$ cat config.mk
export PLATFORM = sky130hd
export DESIGN_NAME = rrts_ctrl
export DESIGN_NICKNAME = d
export VERILOG_FILES = /design/src/rtl/core/rrts_pkg.sv /design/src/rtl/core/rrts_ctrl.sv
export VERILOG_INCLUDE_DIRS = /design/src /design/src/rtl/core
export SDC_FILE = /design/constraint.sdc
export NUM_CORES = 1
export LEC_CHECK = 0
export BUFFER_PORTS_ARGS = -buffer_cell sky130_fd_sc_hd__buf_2
export CAP_MARGIN = 20
export CELL_PAD_IN_SITES_DETAIL_PLACEMENT = 0
export CELL_PAD_IN_SITES_GLOBAL_PLACEMENT = 1
export CORE_AREA = 2 2 39 41
export CTS_CLUSTER_DIAMETER = 100
export DETAILED_ROUTE_END_ITERATION = 10
export DIE_AREA = 0 0 41 43
export GPL_TIMING_DRIVEN = 1
export MAX_ROUTING_LAYER = met4
export PLACE_DENSITY_LB_ADDON = 0.1
export REMOVE_ABC_BUFFERS = 1
export SETUP_SLACK_MARGIN = 0.02
export SLEW_MARGIN = 20
export SYNTH_ARGS = -nofsm -noshare
export SYNTH_HDL_FRONTEND = slang
export SYNTH_SLANG_ARGS = --single-unit
$ cat constraint.sdc
create_clock -name i_clk -period 1.87 [get_ports i_clk]
set_input_delay 0.0935 -clock i_clk [delete_from_list [all_inputs] [get_ports i_clk]]
set_output_delay 0.0935 -clock i_clk [all_outputs]
set_load 0.02 [all_outputs]
$ cat src/rtl/core/round_robin_task_scheduler_assert.svh
// Assertion macros shared by the task scheduler RTL.
`ifndef ROUND_ROBIN_TASK_SCHEDULER_ASSERT_SVH
`define ROUND_ROBIN_TASK_SCHEDULER_ASSERT_SVH

// Same-cycle implication, disabled while reset is asserted.
`define RRTS_ASSERT_IMP(lbl, clk, rst_n, ante, cons) \
    lbl: assert property (@(posedge clk) disable iff (!rst_n) (ante) |-> (cons)) \
        else $error("rrts assertion failed");

// Next-cycle implication, disabled while reset is asserted.
`define RRTS_ASSERT_NXT(lbl, clk, rst_n, ante, cons) \
    lbl: assert property (@(posedge clk) disable iff (!rst_n) (ante) |=> (cons)) \
        else $error("rrts assertion failed");

`endif

$ cat src/rtl/core/rrts_pkg.sv
// Types and constants for the round-robin task scheduler.
`default_nettype none
package rrts_pkg;

    localparam int MAX_TASKS_DEF = 256;
    localparam int ID_W          = 8;
    localparam int CTX_W         = 32;
    localparam int CALL_W        = 32;

    localparam logic [CALL_W-1:0] SYS_WAITPID = 32'd7;
    localparam logic [CALL_W-1:0] SYS_EXIT    = 32'd1;

    localparam logic MODE_ADD = 1'b0;

    typedef enum logic [1:0] {
        TS_READY   = 2'd0,
        TS_RUNNING = 2'd1,
        TS_BLOCKED = 2'd2,
        TS_EXITED  = 2'd3
    } t_task_st;

    typedef enum logic [1:0] {
        RS_OK   = 2'd0,
        RS_FULL = 2'd1,
        RS_PASS = 2'd2,
        RS_NONE = 2'd3
    } t_res_st;

    typedef enum logic [1:0] {
        ST_IDLE   = 2'd0,
        ST_EXEC   = 2'd1,
        ST_SEARCH = 2'd2,
        ST_PUSH   = 2'd3
    } t_state;

    typedef struct packed {
        logic load;
        logic exec;
        logic search;
        logic push;
    } t_cmd;

    typedef struct packed {
        logic is_short;
        logic hit;
        logic miss;
        logic out_free;
    } t_stat;

endpackage
`default_nettype wire

$ cat src/rtl/core/rrts_ctrl.sv
// Controller state machine of the task scheduler.
`default_nettype none
`include "round_robin_task_scheduler_assert.svh"
module rrts_ctrl import rrts_pkg::*; (
    input  wire   i_clk,
    input  wire   i_rst_n,
    input  wire   i_valid,
    output logic  o_ready,
    input  t_stat i_stat,
    output t_cmd  o_cmd
);

    t_state r_state;
    t_state n_state;

    always_ff @(posedge i_clk) begin
        if (!i_rst_n) begin
            r_state <= ST_IDLE;
        end else begin
            r_state <= n_state;
        end
    end

    always_comb begin
        n_state = r_state;
        unique case (r_state)
            ST_IDLE: begin
                if (i_valid) n_state = ST_EXEC;
            end
            ST_EXEC: begin
                n_state = i_stat.is_short ? ST_PUSH : ST_SEARCH;
            end
            ST_SEARCH: begin
                if (i_stat.hit || i_stat.miss) n_state = ST_PUSH;
            end
            ST_PUSH: begin
                if (i_stat.out_free) n_state = ST_IDLE;
            end
            default: n_state = ST_IDLE;
        endcase
    end

    always_comb begin
        o_ready      = 1'b0;
        o_cmd        = '0;
        unique case (r_state)
            ST_IDLE: begin
                o_ready    = 1'b1;
                o_cmd.load = i_valid;
            end
            ST_EXEC:   o_cmd.exec   = 1'b1;
            ST_SEARCH: o_cmd.search = 1'b1;
            ST_PUSH:   o_cmd.push   = i_stat.out_free;
            default: begin
                o_ready = 1'b0;
            end
        endcase
    end

    `RRTS_ASSERT_IMP(a_hit_miss_excl, i_clk, i_rst_n, i_stat.hit, !i_stat.miss)
    `RRTS_ASSERT_NXT(a_search_ends, i_clk, i_rst_n, (r_state == ST_SEARCH) && (i_stat.hit || i_stat.miss), r_state == ST_PUSH)
    `RRTS_ASSERT_NXT(a_accept_exec, i_clk, i_rst_n, (r_state == ST_IDLE) && i_valid, r_state == ST_EXEC)

endmodule
`default_nettype wire

### After elaboration in Yosys (flattened, before gate mapping)

Cells that the tools add are included.

| storage, ports and cells | value |
|---|---|
| register bits after elaboration | 2 |
| bits in latches | 0 |
| bits in writable memories | 0 |
| memory bits (read-only) | 0 |
| input bits | 7 |
| output and inout port bits | 5 |
| word-level logic and storage cells | 20 |
| memories kept | 0 |

| operators by class | value |
|---|---|
| add/sub/neg operators | 0 |
| multipliers | 0 |
| div/mod/pow operators | 0 |
| $lt $le $gt $ge | 0 |
| eq/ne operators | 6 |
| shift-type cells | 0 |
| muxes and demuxes | 10 |
| bitwise gates (word level) | 0 |
| reductions and logical operators | 3 |

Operators by type and width:

| kind | count |
|---|---|
| 2-bit one-hot mux with 4 select lines | 1 |
| 1-bit 2-to-1 mux | 6 |
| 2-bit 2-to-1 mux | 3 |
| 2-bit inequality test, second input constant | 3 |
| 2-bit equality test, second input constant | 2 |
| 3-bit AND reduction | 1 |
| 2-bit by 1-bit equality test with 1-bit output, second input constant | 1 |
| 2-bit logical NOT | 1 |
| 1-bit logical OR | 1 |

### Logic depth before layout (Yosys ltp)

Gate-level depths: netlist (run 1).

| depth | value |
|---|---|
| depth in word-level cells | 3 |
| depth in mapped cells | 5 |
| mapped depth without buffers | 5 |

### Worst setup path before layout (run 1)

No wires, ideal clock.

| timing path | value |
|---|---|
| kind | register -> register |
| start point | register r_state[0] |
| end point | register r_state[0] |
| library setup time | 131 ps |
| data arrival time | 1,295 ps |
| required time | 1,739 ps |
| slack | 444 ps |
| stages on the path, launching flop included | 6 |
| buffers on the path | 0 |
| clock period less this slack | 1,426 ps |
| cells stage by stage | dfxtp_1 -> inv_1 -> ha_1 -> or3b_1 -> a31oi_1 -> a311oi_1 |

| on the way | value |
|---|---|
| cells in the longest elaborated chain, start to end | 3 |
| elaborated cells between the ends (all ways) | 9 |
| those cells by class | eq/ne: 6; mux: 1; reduce/logical: 2 |

RTL lines:

| item | line | text |
|---|---|---|
| start, declared | rrts_ctrl.sv:13 | `t_state r_state;` |
| start signal, assigned | rrts_ctrl.sv:20 | `r_state <= n_state;` |
| 2-bit equality test or 2-bit logical NOT (tied branches) | rrts_ctrl.sv:26 | `unique case (r_state)` |
| 2-bit inequality test (no source line) | - |  |
| 3-bit AND reduction (no source line) | - |  |

Parallel ways exist; a longest one is shown, timed or not.
A chain may end at the register's enable or synchronous reset.

### Worst setup path in the final report (run 1)

Ends and elaborated chain as after synthesis.

==> results of run 1 <==
[Yosys cell counts]
library cell  n  area [µm²]
a21oi_1       2        10.0
a311oi_1      1        8.76
a31oi_1       1        6.26
and2_1        2        12.5
dfxtp_1       2        40.0
ha_1          4        50.1
inv_1         3        11.3
nand2b_1      2        12.5
nand3_1       1        5.00
nand4_1       1        6.26
nor2b_1       2        12.5
nor3_1        1        5.00
nor3b_1       1        7.51
o31ai_1       1        7.51
or3b_1        1        8.76
[cell families (layout without fill, tap and decap cells)]
family | Yosys count | in the layout
AO/OA/AOI/OAI | 5 | 5
adder cells (fa/ha/maj) | 4 | 4
buffers and inverters | 3 | 17
flip-flops | 2 | 2
AND/OR/NAND/NOR | 11 | 11
[worst max-delay path, delay by kind of cell (launching register included)]
family	cells	cell delay [ns]
simple gates	1	0.37
flops	1	0.35
compound gates	2	0.26
buf+inv	1	0.11
fa+ha+maj	1	0.18
[final timing paths]
check | to | slack (ns) | depth (start not counted)
max | r_state[0] | 0.47 | 5
min | r_state[1] | 0.12 | 3
max reg2reg | r_state[0] | 0.47 | 5
min reg2reg | r_state[1] | 0.54 | 2
[placed cells by master (no fill, tap or decap), types with 2 or more instances in the layout]
cell       n
nor2b_1    2
inv_1      3
nand2b_1   2
and2_1     2
clkbuf_4   3
dfxtp_1    2
ha_1       4
buf_2     11
a21oi_1    2
[final cells by class]
type	instances	area share
Sequential cell	2	0.133
Multi-Input combinational cell	20	0.506
Timing Repair Buffer	11	0.183
Tap cell	16	0.0664
Clock buffer	3	0.0747
Inverter	3	0.0373
[metal layers]
| layer | up-vias | wire length, µm | share of wire | global-route usage |
|---|---|---|---|---|
| li1 | 116 | - | - | - |
| met1 | 106 | 236 | 0.45 | 0.105 |
| met2 | 7 | 262 | 0.50 | 0.106 |
| met3 | 0 | 29 | 0.055 | 0.0157 |
| met4 | 0 | 0 | 0 | 0.0800 |
| met5 | - | 0 | 0 | - |
[power by group through the flow]
stage / combinational, mW / sequential, mW / clock [mW]
6_report: 0.281 / 0.0965 / 0.0969
5_1_grt: 0.320 / 0.103 / 0.108
4_1_cts: 0.285 / 0.0966 / 0.102
3_5_place_dp: 0.284 / 0.0967 / 0
3_3_place_gp: 0.289 / 0.101 / 0
2_1_floorplan: 0.216 / 0.0858 / 0
==> key figures, run 1 <==
Status
  – Outcome: finished clean

Layout
  – Fillers: between 150 and 200
  – Final cell count without fillers: between 50 and 60
  – Max reg flops: 2
  – Most flops, register: r_state
  – Fin area: 302 µm²
  – P&R area growth vs syn: 47.9%
  – N_diodes: 0
  – Top Registers: r_state: 2 flops
  – Layout cells sized above 1: 0.359
  – Seq. cell area: between 40 and 50 µm²
  – Final core utilization: 0.218
  – Nets: 52
  – Multi-input logic area: 153 µm²

Pwr
  – Leakage: ~0.15 nW
  – Clock power share: 0.204
  – Total power: 0.475 mW
  – Logic pwr share: 0.592
  – Net Sw Power: around 0.22 mW
  – Max IR drop VDD: 0.290 mV
  – Seq pwr share: 0.203
  – Net Sw Frac: 0.471
  – Pwr dens: 1570 nW/µm²
  – P_int: 0.251 mW

Clock tree
  – Root buffer selected by CTS: clkbuf_4
  – Post-CTS sizing: 0
  – Clk_lat worst skew: 0.22 ns
  – CTS H-tree lvls: 1
  – Reg clk slew, reported paths: 0.03 ns
  – CTS Hold Bufs: 0
  – Buffers inserted by post-CTS timing repair: 0
  – CTS tree: done
  – Num CTS Buffers: 3
  – CTS sink count: 2
  – Clock buffer depth: 2

Floorplan
  – DIE HEIGHT: 43 µm
  – Core Footprint: 1380 µm²
  – IO Pins: 12
  – Rows: 14
  – Die width: 41 µm
  – Die Area: about 1800 µm²
  – Initial Utilization: 0.147

Placement
  – DP Worst Slack: 0.482 ns
  – Dpl cells: 52
  – Detailed Place HPWL: 422 µm
  – Area after DPL: between 200 and 300 µm²
  – PortBufs: 11
  – Placer Congestion: 0.725

Synthesis
  – XOR/XNOR share of the synthesized area: 0
  – Synth Area in Compound Gates: 0.160
  – Avg Inst Size Synth: 8.16 µm²
  – Post-Syn Instances: 25
  – Post-synth design cell area: 204 µm²
  – #FFs+latches synth: 2
  – Post-synthesis sequential area ratio: 0.196
  – Ys Warns: 0
  – Largest family of logic cells by synthesized area: simple AND/OR/NAND/NOR gates
  – Proportion of synthesized area in mux cells: 0
  – Synth Area in Adders: 0.245
  – Post-Synth Simple-Gate Area: 0.344
  – Distinct cell type count after synthesis: 15

Drt
  – Drc violations: 0
  – Vias per cell: 4.16
  – Vias: 229
  – Drt first-iter violations: 1
  – Final WL: 528 µm
  – DRT Pass-1 Iters: 4
  – Antenna Nets Post-Route: 0
  – DR WL/cell: 9.60 µm

Timing
  – Fin. max-slew vios: 0
  – Setup_tns: 0 ns
  – Final hold vios: 0
  – Setup violators final: 0
  – Post-route setup slack: 0.469 ns
  – Final worst-path cycle share: 0.749
  – RSZ-0062 raised after global routing: no
  – Max Clock Skew: roughly 0.0018 ns
  – Worst Tran Pin Value: ~0.3 ns
  – Fmax: 714 MHz
  – Hold_ws: 0.123 ns
  – Rel. slew slack: 0.799
  – Min cycle time layout: 1.40 ns

Global route
  – GRT overflow: 0
  – Global-route wire length before repair: 959 µm
  – Tot GR Track Use: 0.0840
  – Initial antenna violation count: 0
  – Largest net degree at the start of global routing: 6
  – Vias in the first global route: around 240

Critical path
  – Startpoint types: register
  – CP peak stage delay: 0.37 ns
  – Crit. Startpoint: r_state[0]
  – Reg-to-reg startpoint: r_state[0]
  – Critical path type: register to register
  – Worst EP arrival: around 1.5 ns
  – Crit-path max FO: 5
  – Crit-path cells: inv_1 -> ha_1 -> or3b_1 -> a31oi_1 -> a311oi_1
  – Slowest stage cell, crit path: or3b_1
  – Crit end category: register
  – Worst Path Required: 1.97 ns

Flow run
  – Max-Cap Viols: 0

Worst hold path
  – Hold_sp: i_rst_n
  – Min-Delay Path Class: primary input to register
(Power assumes the default switching activity.)
==> run 2, diff against run 1 <==
ABC_AREA = 1   (was unset)
clock period = 1.24 ns   (was 1.87 ns; I/O delays follow)
==> run 2 against run 1 <==
Net effect:
- power up 68%
- register-to-register slack worse by 0.28 ns
- sequential cell count unchanged
- combinational power up 81%
- clock skew about the same
- sequential share of layout area up 0.60 points
- critical path depth unchanged
- worst setup slack worse by 0.33 ns
- clock power up 48%
- cell area up 1.7%
- non-clock buffer count unchanged
- largest power group unchanged
==> key figures, run 2 <==
Status
  – Outcome: finished clean

Drt
  – Antenna Nets Post-Route: 0 (unchanged)
  – Drt first-iter violations: 0 (-1)
  – Vias per cell: 3.38 (-19%)
  – DRT Pass-1 Iters: 1 (-3)
  – DR WL/cell: 7.88 µm (-18%)
  – Final WL: 473 µm (-10%)
  – Vias: 203 (-11%)
  – Drc violations: 0 (unchanged)

Critical path
  – FF-to-FF End: r_state[1]
  – Critical path type: register to primary output
  – Slowest stage cell, crit path: dfxtp_2
  – Reg-to-reg startpoint: r_state[0]
  – Worst Path Required: 1.18 ns (-0.79 ns)
  – Worst R2R Setup Slack: 0.19 ns (-0.28 ns)
  – Crit path buffers/inverters: 3 (+2)
  – Crit-path cells: inv_2 -> ha_4 -> nand2_1 -> inv_1 -> buf_2
  – CP peak stage delay: 0.33 ns (-0.04 ns)
  – Path depth of the worst reg2reg path: 6 (+1)
  – Critical path depth: 5 (unchanged)
  – Crit end category: primary output
  – Worst EP arrival: 1.04 ns (-0.46 ns)
  – Startpoint types: register
  – Crit-path max FO: 4 (-1)
  – Delay-heaviest family, CP: flip-flops

Clock tree
  – Reg clk slew, reported paths: 0.03 ns (about the same)
  – CTS sink count: 2 (unchanged)
  – Root buffer selected by CTS: clkbuf_4
  – CTS tree: done
  – Num CTS Buffers: 3 (unchanged)
  – Clock buffer depth: 2 (unchanged)
  – Clk_lat worst skew: 0.22 ns (about the same)
  – CTS H-tree lvls: 1 (unchanged)

Pwr
  – Total power: 0.799 mW (+68%)
  – Pwr dens: 2610 nW/µm² (+66%)
  – Clock power share: 0.179 (-0.025)
  – P_int: 0.413 mW (+65%)
  – Seq pwr share: 0.182 (-0.021)
  – Max IR drop VDD: 0.850 mV (+190%)
  – Leakage: 0.186 nW (+25%)
  – Net Sw Frac: 0.483 (+0.0117)
  – Logic pwr share: 0.639 (+0.047)
  – Net Sw Power: 0.386 mW (+72%)

Synthesis
  – #FFs+latches synth: 2 (unchanged)
  – Synth Area in Adders: 0.258 (+0.0127)
  – Largest family of logic cells by synthesized area: simple AND/OR/NAND/NOR gates
  – Distinct cell type count after synthesis: 10 (-5)
  – Ys flop type: dfxtp_1
  – Asr flop ratio synth: 0 (unchanged)
  – Post-Syn Instances: 30 (+20%)
  – Post-Synth Simple-Gate Area: 0.394 (+0.0500)
  – Post-synthesis sequential area ratio: 0.206 (+0.0101)
  – Top cells by area, synth: ha_1 (26%), dfxtp_1 (21%), nand2_1 (15%)
  – XOR/XNOR share of the synthesized area: 0 (unchanged)
  – Top-count cell post-synth: nand2_1
  – Ys Warns: 0 (unchanged)
  – Avg Inst Size Synth: 6.46 µm² (-21%)
  – Post-synth design cell area: 194 µm² (-4.9%)
  – Proportion of synthesized area in mux cells: 0 (unchanged)
  – Number of synthesized flops with an enable pin: 0 (unchanged)
  – List of most frequent post-synthesis cells: nand2_1 (8), inv_1 (5), nor2_1 (5)
  – Yosys top cell area share: 0.258 (+0.0127)
  – Synth Area in Compound Gates: 0.0258 (-0.134)
  – Cell taking the most area after synthesis: ha_1

Layout
  – Top Registers: r_state: 2 flops
  – Fin area: 307 µm² (+1.7%)
  – P&R area growth vs syn: 58.1%
  – Final cell count without fillers: 60 (+9.1%)
  – Most frequent cells in the layout: buf_2 (11), nand2_1 (8), nor2_1 (5)
  – N_diodes: 0 (unchanged)
  – Commonest non-fill, non-tap cell in the layout: buf_2
  – Fillers: 163 (-1.8%)
  – Max reg flops: 2 (unchanged)
  – Nets: 57 (+9.6%)
  – Final core utilization: 0.222 (+0.00362)
  – Most flops, register: r_state
  – Layout cells sized above 1: 0.500 (+0.141)

Global route
  – Largest net degree at the start of global routing: 5 (-1)
  – Vias in the first global route: 187 (-22%)
  – Initial antenna violation count: 0 (unchanged)
  – GRT overflow: 0 (unchanged)
  – Global-route wire length before repair: 738 µm (-23%)
  – Tot GR Track Use: 0.0656 (-0.0184)

Timing
  – Setup_tns: 0 ns (unchanged)
  – Min cycle time layout: 1.10 ns
  – Final worst-path cycle share: 0.891
  – Fin. max-slew vios: 0 (unchanged)
  – Setup violators final: 0 (unchanged)
  – Worst Tran Pin Value: 0.104 ns (-0.196 ns)
  – Rel. slew slack: 0.930 (+0.131)
  – Final hold vios: 0 (unchanged)
  – Fmax: approximately 910 MHz
  – Max Clock Skew: 0.00216 ns (+0.000371 ns)
  – RSZ-0062 raised after global routing: no

Placement
  – Detailed Place HPWL: 382 µm (-9.5%)
  – PortBufs: 11 (unchanged)
  – Placer Congestion: 0.698 (-3.7%)
  – Area after DPL: 269 µm² (-3.6%)
  – Dpl cells: 57 (+9.6%)

Floorplan
  – Initial Utilization: 0.140 (-0.00723)
  – IO Pins: 12 (unchanged)
  – DIE HEIGHT: 43 µm (unchanged)
  – Die Area: 1760 µm² (unchanged)
  – Die width: 41 µm (unchanged)
  – Rows: 14 (unchanged)
  – Core Footprint: 1380 µm² (unchanged)

Worst hold path
  – Worst hold stages: 3 (unchanged)
  – Hold_sp: i_rst_n
  – Hold Path Sink: r_state[1]
  – Min-Delay Path Class: primary input to register

Flow run
  – Max-Cap Viols: 0 (unchanged)
## run 2: stage by stage
stage	worst slack, ns	hold WS (ns)
final	0.135	0.0691
after global routing	0.0345	0.0718
after CTS	0.0228	0.0641
after detailed placement	0.0754	0.315
after global placement	0.0401	0.309
after floorplan	0.0747	0.182
## run 2: cell type report
type,instances,area (µm²),share of cell area
Multi-Input combinational cell,22,144,0.469
Timing Repair Buffer,11,55.1,0.180
Sequential cell,2,42.5,0.139
Clock buffer,3,22.5,0.0735
Inverter,6,22.5,0.0735
Tap cell,16,20.0,0.0653
## run 2: cells by family after synthesis
logic type / after synthesis
adder cells (fa/ha/maj): 4
AND/OR/NAND/NOR: 17
flip-flops: 2
AO/OA/AOI/OAI: 1
buffers and inverters: 6
## run 2: worst max path at each step
stage                     from    endpoint  slack, ns
floorplan           r_state[0]  r_state[0]       0.07
global placement    r_state[0]  r_state[0]       0.04
detailed placement  r_state[0]  r_state[0]       0.08
CTS                 r_state[1]    o_cmd[3]       0.02
global route        r_state[0]    o_cmd[3]       0.03
finish              r_state[0]    o_cmd[3]       0.14
## run 2: power by group through the flow
| stage | sequential (mW) | combinational (mW) | clock [mW] |
|---|---|---|---|
| floorplan | 0.130 | 0.362 | 0 |
| global placement | 0.137 | 0.485 | 0 |
| detailed placement | 0.138 | 0.472 | 0 |
| CTS | 0.144 | 0.475 | 0.156 |
| global route | 0.157 | 0.583 | 0.168 |
| finish | 0.146 | 0.510 | 0.143 |
## run 2: worst register-to-register path: cells and delay by family, from the launching register on
family | cells | cell delay, ns
flip-flops | 1 | 0.34
AND/OR/NAND/NOR | 4 | 0.33
adder cells (fa/ha/maj) | 1 | 0.20
buffers and inverters | 1 | 0.07
## run 2: what timing repair did
item,4_1_cts,5_1_grt
hold buffers,0,0
setup endpoints to repair,1,2
setup buffers,0,0
gates resized for setup,2,3
## run 2: per-layer routing
metal  part of all wire  track usage  up-vias
met5                  0            -        -
li1                   -            -      116
met1               0.42       0.0732       80
met4                  0       0.0600        0
met2               0.51       0.0906        7
met3              0.068       0.0157        0
